<file path="src/hw/rtl/ssf_pkg.sv">
`default_nettype none

package ssf_pkg;

    // Fixed geometry of the display.
    localparam int ROWS           = 3;
    localparam int DIGITS_DEFAULT = 6;
    localparam int TEXT_BYTES     = 6;
    localparam int FRAME_BYTES    = 5;

    // Item commands.
    localparam logic CMD_WRITE = 1'b0;
    localparam logic CMD_TICK  = 1'b1;

    // Segment constants, active low, bit 7 is the decimal point.
    localparam logic [7:0] BLANK_SEG = 8'hFF;
    localparam logic [7:0] SKIP_BYTE = 8'hFF;
    localparam logic [7:0] DP_CLEAR  = 8'h7F;

    // Reset value of the point position register: no point lit.
    localparam logic [2:0] POINT_RESET = 3'd7;

    // Frame byte numbers.
    localparam logic [2:0] BYTE_SKIP   = 3'd0;
    localparam logic [2:0] BYTE_ROW2   = 3'd1;
    localparam logic [2:0] BYTE_SELECT = 3'd2;
    localparam logic [2:0] BYTE_ROW1   = 3'd3;
    localparam logic [2:0] BYTE_ROW0   = 3'd4;

    // One encoded frame waiting to be shifted out; the skip byte is implied.
    typedef struct packed {
        logic [7:0] row2;
        logic [7:0] select;
        logic [7:0] row1;
        logic [7:0] row0;
    } frame_t;

    // Queue status seen by the front and the back.
    typedef struct packed {
        logic full;
        logic empty;
    } q_status_t;

    // ASCII to segment pattern; anything unknown shows blank.
    function automatic logic [7:0] encode_char(input logic [7:0] c);
        logic [7:0] seg;
        unique case (c)
            8'h30:   seg = 8'hC0;
            8'h31:   seg = 8'hF9;
            8'h32:   seg = 8'hA4;
            8'h33:   seg = 8'hB0;
            8'h34:   seg = 8'h99;
            8'h35:   seg = 8'h92;
            8'h36:   seg = 8'h82;
            8'h37:   seg = 8'hF8;
            8'h38:   seg = 8'h80;
            8'h39:   seg = 8'h90;
            8'h4C:   seg = 8'hC7; // L
            8'h2E:   seg = 8'h7F; // .
            8'h54:   seg = 8'hF8; // T
            8'h4F:   seg = 8'hC0; // O
            8'h41:   seg = 8'h88; // A
            8'h53:   seg = 8'h92; // S
            8'h48:   seg = 8'h89; // H
            8'h49:   seg = 8'hCF; // I
            8'h46:   seg = 8'h8E; // F
            8'h47:   seg = 8'hC2; // G
            8'h50:   seg = 8'h8C; // P
            8'h43:   seg = 8'hB1; // C
            8'h45:   seg = 8'h86; // E
            8'h55:   seg = 8'hC1; // U
            8'h4E:   seg = 8'hC8; // N
            8'h52:   seg = 8'hCE; // R
            8'h44:   seg = 8'hA1; // D
            default: seg = BLANK_SEG;
        endcase
        return seg;
    endfunction

    // Power-up text: "123456", "654321" and "987654"; positions past six are NUL.
    function automatic logic [7:0] reset_char(input int r, input int k);
        logic [7:0] ch;
        if (k >= TEXT_BYTES) begin
            ch = 8'h00;
        end
        else if (r == 0) begin
            ch = 8'(49 + k);
        end
        else if (r == 1) begin
            ch = 8'(54 - k);
        end
        else begin
            ch = 8'(57 - k);
        end
        return ch;
    endfunction

endpackage

`default_nettype wire

</file>
<file path="src/hw/rtl/ssf_front.sv">
`default_nettype none

module ssf_front
    import ssf_pkg::*;
#(
    parameter int DIGITS = DIGITS_DEFAULT
)(
    input  wire logic        clk,
    input  wire logic        rst_n,
    input  wire logic        cfg_wr_en,
    input  wire logic [2:0]  cfg_wr_data,
    input  wire logic        in_valid,
    output logic             in_stall,
    input  wire logic        command,
    input  wire logic [1:0]  row,
    input  wire logic [2:0]  text_length,
    input  wire logic [47:0] text,
    input  q_status_t        q_status,
    output logic             push,
    output frame_t           push_frame
);

    localparam int IDX_W = (DIGITS > 1) ? $clog2(DIGITS) : 1;
    localparam logic [3:0] DIGITS_4 = 4'(DIGITS);
    localparam logic [2:0] LEN_RESET = 3'((DIGITS < 6) ? DIGITS : 6);

    logic [2:0] point_reg;
    logic [2:0] pos_reg;
    logic [2:0] pos_next;
    logic [7:0] store_reg [ROWS][DIGITS];
    logic [2:0] len_reg [ROWS];

    logic       accept;
    logic       do_write;
    logic [2:0] len_sat;
    logic [7:0] text_byte [DIGITS];
    logic [7:0] seg [ROWS];
    logic       pos_ok;
    logic       point_hit;

    // Items are held off only while the queue has no room.
    assign in_stall = q_status.full;
    assign accept   = in_valid && !q_status.full;
    assign do_write = accept && (command == CMD_WRITE) && (32'(row) < ROWS);
    assign push     = accept && (command == CMD_TICK);

    // Long texts are cut to the number of digits.
    assign len_sat = ({1'b0, text_length} > DIGITS_4) ? 3'(DIGITS) : text_length;

    // Split the text field into bytes; positions past the field read as NUL.
    always_comb
    begin
        for (int k = 0; k < DIGITS; k++) begin
            if (k < TEXT_BYTES) begin
                text_byte[k] = text[(8 * k) % 48 +: 8];
            end
            else begin
                text_byte[k] = 8'h00;
            end
        end
    end

    // Row segments for the current scan position, right aligned.
    assign pos_ok = ({1'b0, pos_reg} < DIGITS_4);

    always_comb
    begin
        logic [3:0] idx;
        for (int r = 0; r < ROWS; r++) begin
            idx = {1'b0, len_reg[r]} - 4'd1 - {1'b0, pos_reg};
            if (pos_ok && (pos_reg < len_reg[r])) begin
                seg[r] = encode_char(store_reg[r][idx[IDX_W-1:0]]);
            end
            else begin
                seg[r] = BLANK_SEG;
            end
        end
    end

    assign point_hit = pos_ok && ({1'b0, point_reg} < DIGITS_4) && (pos_reg == point_reg);

    // Assemble the frame that goes into the queue.
    always_comb
    begin
        push_frame.row2   = seg[2];
        push_frame.select = pos_ok ? ~(8'd1 << pos_reg) : BLANK_SEG;
        push_frame.row1   = point_hit ? (seg[1] & DP_CLEAR) : seg[1];
        push_frame.row0   = seg[0];
    end

    // Next scan position wraps after the last digit.
    assign pos_next = (({1'b0, pos_reg} + 4'd1) >= DIGITS_4) ? 3'd0 : (pos_reg + 3'd1);

    // Configuration, scan position, row text and lengths.
    always_ff @(posedge clk or negedge rst_n)
    begin
        if (!rst_n) begin
            point_reg <= POINT_RESET;
            pos_reg   <= 3'd0;
            for (int r = 0; r < ROWS; r++) begin
                len_reg[r] <= LEN_RESET;
                for (int k = 0; k < DIGITS; k++) begin
                    store_reg[r][k] <= reset_char(r, k);
                end
            end
        end
        else begin
            if (cfg_wr_en) begin
                point_reg <= cfg_wr_data;
            end
            if (push) begin
                pos_reg <= pos_next;
            end
            if (do_write) begin
                len_reg[row] <= len_sat;
                for (int k = 0; k < DIGITS; k++) begin
                    store_reg[row][k] <= text_byte[k];
                end
            end
        end
    end

endmodule

`default_nettype wire

</file>
<file path="src/hw/rtl/ssf_queue.sv">
`default_nettype none

module ssf_queue
    import ssf_pkg::*;
(
    input  wire logic clk,
    input  wire logic rst_n,
    input  wire logic push,
    input  frame_t    push_frame,
    input  wire logic pop,
    output frame_t    head_frame,
    output q_status_t status
);

    frame_t     mem_reg [2];
    logic       wr_ptr_reg;
    logic       rd_ptr_reg;
    logic [1:0] count_reg;

    assign status.full  = (count_reg == 2'd2);
    assign status.empty = (count_reg == 2'd0);
    assign head_frame   = mem_reg[rd_ptr_reg];

    // Frame storage.
    always_ff @(posedge clk)
    begin
        if (push) begin
            mem_reg[wr_ptr_reg] <= push_frame;
        end
    end

    // Pointers and fill count.
    always_ff @(posedge clk or negedge rst_n)
    begin
        if (!rst_n) begin
            wr_ptr_reg <= 1'b0;
            rd_ptr_reg <= 1'b0;
            count_reg  <= 2'd0;
        end
        else begin
            if (push) begin
                wr_ptr_reg <= !wr_ptr_reg;
            end
            if (pop) begin
                rd_ptr_reg <= !rd_ptr_reg;
            end
            if (push && !pop) begin
                count_reg <= count_reg + 2'd1;
            end
            else if (pop && !push) begin
                count_reg <= count_reg - 2'd1;
            end
        end
    end

    // A full queue never takes a frame and an empty one never gives one.
    a_no_overflow: assert property (@(posedge clk) disable iff (!rst_n)
        push |-> !status.full)
        else $error("queue written while full");

    a_no_underflow: assert property (@(posedge clk) disable iff (!rst_n)
        pop |-> !status.empty)
        else $error("queue read while empty");

    a_count_tracks: assert property (@(posedge clk) disable iff (!rst_n)
        (push && !pop) |=> (count_reg == $past(count_reg) + 2'd1))
        else $error("queue count did not follow a write");

endmodule

`default_nettype wire

</file>
<file path="src/hw/rtl/ssf_back.sv">
`default_nettype none

module ssf_back
    import ssf_pkg::*;
(
    input  wire logic  clk,
    input  wire logic  rst_n,
    input  frame_t     head_frame,
    input  q_status_t  q_status,
    output logic       pop,
    output logic       out_valid,
    input  wire logic  out_stall,
    output logic [7:0] frame_byte,
    output logic [2:0] byte_number,
    output logic       last_byte
);

    logic       busy_reg;
    logic [2:0] idx_reg;
    frame_t     cur_reg;
    logic       xfer;
    logic       done;

    assign out_valid   = busy_reg;
    assign byte_number = idx_reg;
    assign last_byte   = (idx_reg == BYTE_ROW0);
    assign xfer        = busy_reg && !out_stall;
    assign done        = xfer && last_byte;

    // A new frame is taken when idle or right as the last byte leaves.
    assign pop = (!busy_reg || done) && !q_status.empty;

    // Pick the byte of the held frame.
    always_comb
    begin
        unique case (idx_reg)
            BYTE_SKIP:   frame_byte = SKIP_BYTE;
            BYTE_ROW2:   frame_byte = cur_reg.row2;
            BYTE_SELECT: frame_byte = cur_reg.select;
            BYTE_ROW1:   frame_byte = cur_reg.row1;
            BYTE_ROW0:   frame_byte = cur_reg.row0;
            default:     frame_byte = BLANK_SEG;
        endcase
    end

    // Held frame.
    always_ff @(posedge clk)
    begin
        if (pop) begin
            cur_reg <= head_frame;
        end
    end

    // Byte sequencing.
    always_ff @(posedge clk or negedge rst_n)
    begin
        if (!rst_n) begin
            busy_reg <= 1'b0;
            idx_reg  <= BYTE_SKIP;
        end
        else begin
            if (pop) begin
                busy_reg <= 1'b1;
                idx_reg  <= BYTE_SKIP;
            end
            else if (done) begin
                busy_reg <= 1'b0;
                idx_reg  <= BYTE_SKIP;
            end
            else if (xfer) begin
                idx_reg <= idx_reg + 3'd1;
            end
        end
    end

    // A frame is never cut short and the byte count stays inside the frame.
    a_idx_range: assert property (@(posedge clk) disable iff (!rst_n)
        busy_reg |-> (idx_reg <= BYTE_ROW0))
        else $error("byte number out of frame");

    a_frame_start: assert property (@(posedge clk) disable iff (!rst_n)
        pop |=> (busy_reg && (idx_reg == BYTE_SKIP)))
        else $error("new frame did not start at the skip byte");

    a_idle_after_last: assert property (@(posedge clk) disable iff (!rst_n)
        (done && q_status.empty) |=> !busy_reg)
        else $error("output still valid after the final byte");

endmodule

`default_nettype wire

</file>
<file path="src/hw/rtl/seven_segment_scan_framer_top.sv">
// A scan tick's frame is written into the queue at its transfer; when the output side
// is idle it is then loaded into the serializer, which offers its first frame byte.
// A write takes effect at its transfer edge.
// The output serializer sends one frame byte per cycle while out_stall is low; a
// two-frame queue lets input transfers continue meanwhile.
// Reset (rst_n, asynchronous, active low) restores the power-up text, full lengths,
// scan position zero and no decimal point, and empties the queue.
`default_nettype none

module seven_segment_scan_framer_top
    import ssf_pkg::*;
#(
    parameter int DIGITS = DIGITS_DEFAULT
)(
    input  wire logic        clk,
    input  wire logic        rst_n,
    input  wire logic        cfg_wr_en,
    input  wire logic [2:0]  cfg_wr_data,
    input  wire logic        in_valid,
    output logic             in_stall,
    input  wire logic        command,
    input  wire logic [1:0]  row,
    input  wire logic [2:0]  text_length,
    input  wire logic [47:0] text,
    output logic             out_valid,
    input  wire logic        out_stall,
    output logic [7:0]       frame_byte,
    output logic [2:0]       byte_number,
    output logic             last_byte
);

    q_status_t q_status;
    frame_t    push_frame;
    frame_t    head_frame;
    logic      push;
    logic      pop;

    // Front: takes items, keeps the text and encodes each tick into a frame.
    ssf_front #(
        .DIGITS (DIGITS)
    ) u_front (
        .clk         (clk),
        .rst_n       (rst_n),
        .cfg_wr_en   (cfg_wr_en),
        .cfg_wr_data (cfg_wr_data),
        .in_valid    (in_valid),
        .in_stall    (in_stall),
        .command     (command),
        .row         (row),
        .text_length (text_length),
        .text        (text),
        .q_status    (q_status),
        .push        (push),
        .push_frame  (push_frame)
    );

    // Queue of encoded frames.
    ssf_queue u_queue (
        .clk        (clk),
        .rst_n      (rst_n),
        .push       (push),
        .push_frame (push_frame),
        .pop        (pop),
        .head_frame (head_frame),
        .status     (q_status)
    );

    // Back: shifts each frame out one byte per transfer.
    ssf_back u_back (
        .clk         (clk),
        .rst_n       (rst_n),
        .head_frame  (head_frame),
        .q_status    (q_status),
        .pop         (pop),
        .out_valid   (out_valid),
        .out_stall   (out_stall),
        .frame_byte  (frame_byte),
        .byte_number (byte_number),
        .last_byte   (last_byte)
    );

endmodule

`default_nettype wire

</file>
<file path="config.mk">
export PLATFORM = sky130hd
export DESIGN_NAME = seven_segment_scan_framer_top
export DESIGN_NICKNAME = d
export VERILOG_FILES = /design/src/hw/rtl/ssf_pkg.sv /design/src/hw/rtl/ssf_front.sv /design/src/hw/rtl/ssf_queue.sv /design/src/hw/rtl/ssf_back.sv /design/src/hw/rtl/seven_segment_scan_framer_top.sv
export SDC_FILE = /design/constraint.sdc
export NUM_CORES = 1
export LEC_CHECK = 0
export ABC_AREA = 1
export BUFFER_PORTS_ARGS = -buffer_cell sky130_fd_sc_hd__buf_2
export CELL_PAD_IN_SITES_DETAIL_PLACEMENT = 0
export CELL_PAD_IN_SITES_GLOBAL_PLACEMENT = 1
export CORE_ASPECT_RATIO = 0.7
export CORE_MARGIN = 5
export CORE_UTILIZATION = 48
export CTS_BUF_LIST = sky130_fd_sc_hd__clkbuf_4 sky130_fd_sc_hd__clkbuf_8
export DETAILED_ROUTE_END_ITERATION = 16
export PLACE_DENSITY = 0.82
export RECOVER_POWER = 50
export SYNTH_ARGS = -nofsm -noshare
export SYNTH_HDL_FRONTEND = slang
export SYNTH_SLANG_ARGS = --single-unit
</file>
<file path="constraint.sdc">
create_clock -name clk -period 5 [get_ports clk]
set_input_delay 1 -clock clk [delete_from_list [all_inputs] [get_ports clk]]
set_output_delay 1 -clock clk [all_outputs]
set_load 0.01 [all_outputs]
</file>
==> metrics.txt <==
async set-reset flop share out of synthesis 64.2%; final worst-path cycle share 75.6%; die area 0.0320 sq mm; Synth Instances 1687; core area 0.0279 sq mm; Slew HR -75.7%; Die Height around 150 um; RSZ-0062 raised after global routing no; Vias 11300; Post-synth EDFFs a little over 90; hold_buf cts 0; antenna violations before repair 0; TNS Setup 0 ps; vias in the first global route 10600; final hold violations 0; largest net degree at the start of global routing around 100; Largest register FFs approximately 140; reg2reg end u_queue.mem_reg[1][13]$_DFFE_PP_; clk sinks 260; CP cell instances inv_1, ha_1, inv_1, fa_1, inv_2, or2_0, nand2_1, nand2_1, nand2_1, nand2_1, inv_2, nor2_2, nor2_4, nand2_1, a21oi_1, nand2_1; Max Cap Violations 4; CTS clk-pin slew, worst paths 60 ps; nets@finish ~1900; top_reg_cell synth edfxtp_1; CP Launch Type flop; Port-buffer cells 75; Boundary Pins 76; global route overflow 0; CP Capture Type flop; R2R Setup Slk 1220 ps; CTS Buffer Depth 3; Worst EP required 5320 ps; final setup violation count 0; Clk Latency, worst-skew pair 590 ps; Antenna Violating Nets Remaining 0; Yosys reg bits 260; CTS tree built; final wirelength 38.6 mm; sequential fraction of the synthesis area 51.7%; Crit Path Class flop to flop; CTS buffer count between 40 and 50; # H-tree levels 2; syn_area_per_cell about 8.1 sq um; Diodes inserted 0; post-cts resize count 0; Setup Fix Bufs, Post-CTS 0; min Tclk post-route around 3800 ps; failing checks capacitance limit, slew limit; crit path launch u_front.pos_reg[0]$_DFFE_PN0P_; Rows 51; Die X ~210 um; slowest cell delay on critical path 860 ps; Worst-Margin Slew 2640 ps; Max FO, Critical Path 16; Via density 5.23; Synth cell types 50; Pins Over Slew Limit 204; status finished, violations left; worst hold path class flop to flop; DR pass1 iterations 5; fill count approximately 2700; worst flop-to-flop path startpoint u_front.pos_reg[0]$_DFFE_PN0P_; CP most frequent cell nand2_1; CP endpoint u_queue.mem_reg[1][13]$_DFFE_PP_; final RePlAce weighted congestion 0.882; hpwl dp 27.7 mm; Starting Density 48.9%; synthesis-to-layout area growth 11.4%; fmax 265 MHz; critical path's slowest cell fa_1; Routed wire per std cell 17.9 um; Reg2Reg Depth 16; All-Layer GR Usage 24.4%; Initial DRC Count 947; Data arrival, critical path 4100 ps; synthesized area 0.0137 sq mm; share of layout cells above drive strength 1 approximately 17%; Root Driver clkbuf_8; Syn. warnings 0; first-pass GRT wire length 60.4 mm; # DRC 0; skew final approximately 53 ps
routing by layer:
layer / vias to the layer above / wire [um] / track usage [%]
li1: 5554 / - / -
met1: 5327 / 19300 / 38.8
met2: 368 / 14900 / 32.1
met3: 37 / 4020 / 8.65
met4: 0 / 435 / 4.31
met5: - / 0 / 0
kinds of logic after synthesis:
logic type | Yosys count | synth area share (%)
multiplexers | 4 | 0.311
flip-flops | 260 | 51.7
buffers and inverters | 254 | 7.73
XOR/XNOR | 4 | 0.256
AO/OA/AOI/OAI | 278 | 11.3
other | 1 | 0.0274
adder cells (fa/ha/maj) | 35 | 3.37
AND/OR/NAND/NOR | 851 | 25.4
cell type report:
class	instances	area (sq um)	area share, %
Sequential cell	260	7060	46.4
Clock inverter	13	133	0.871
Tap cell	371	464	3.05
Inverter	189	712	4.67
Clock buffer	66	815	5.35
Timing Repair Buffer	87	462	3.03
Multi-Input combinational cell	1174	5580	36.6
synthesized netlist by cell type (4+ instances only):
cell type / number / area, sq um
a21boi_0: 4 / 30.0
a21oi_1: 48 / 240
a21oi_2: 4 / 35.0
a221oi_1: 5 / 43.8
a22o_1: 5 / 43.8
buf_2: 8 / 40.0
buf_4: 10 / 75.1
buf_6: 7 / 78.8
clkbuf_1: 39 / 146
dfrtp_1: 93 / 2330
dfstp_2: 74 / 1940
edfxtp_1: 93 / 2790
ha_1: 32 / 400
inv_1: 165 / 619
inv_2: 20 / 75.1
nand2_1: 651 / 2440
nand2_2: 12 / 75.1
nand3_1: 90 / 450
nand4_1: 9 / 56.3
nor2_1: 66 / 248
nor2_2: 5 / 31.3
nor2_4: 5 / 56.3
nor3_1: 4 / 20.0
o21ai_0: 149 / 746
o21ai_1: 45 / 225
through the flow:
step	setup WS, ps	hold WS, ps	area [sq um]	instances	utilization (%)
detailed placement	1220	466	14300	2081	51.2
floorplan	1100	446	13700	1688	-
global route	870	493	15200	2160	54.5
global placement	1290	462	14300	2081	51.2
CTS	1210	475	15300	2160	54.6
finish	1220	474	15200	2160	54.5
critical path, delay by kind of cell, from the launching register on:
kind            cells  cell delay [ps]
flops               1              430
simple gates        9             1190
fa+ha+maj           2             1060
buf+inv             4              700
compound gates      1              120
cell usage in the layout (no fill, tap or decap), drive strengths merged, types with 4 or more instances in the layout:
cell type and n:
o21ai 197, nor3 4, dfrtp 93, edfxtp 93, a21oi 54, inv 188
dfstp 74, nand3 93, a221oi 5, a21boi 4, clkbuf 74, nand4 9
clkinv 9, nand2 666, buf 79, nor2 76, a22o 5, ha 32
worst min path at each step:
stage | startpoint | endpoint | slack (ps) | depth (start not counted)
3_5_place_dp | u_front.store_reg[116]$_DFFE_PN1P_ | u_front.store_reg[116]$_DFFE_PN1P_ | 470 | 2
6_report | u_front.store_reg[116]$_DFFE_PN1P_ | u_front.store_reg[116]$_DFFE_PN1P_ | 470 | 2
2_1_floorplan | u_front.store_reg[83]$_DFFE_PN0P_ | u_front.store_reg[83]$_DFFE_PN0P_ | 450 | 2
4_1_cts | u_front.store_reg[116]$_DFFE_PN1P_ | u_front.store_reg[116]$_DFFE_PN1P_ | 480 | 2
5_1_grt | u_front.store_reg[83]$_DFFE_PN0P_ | u_front.store_reg[83]$_DFFE_PN0P_ | 490 | 2
3_3_place_gp | u_front.store_reg[39]$_DFFE_PN0P_ | u_front.store_reg[39]$_DFFE_PN0P_ | 460 | 2
Power is left out: the tool's default activity adds up to more than one toggle a clock period on the data nets, which glitch-free logic cannot reach.
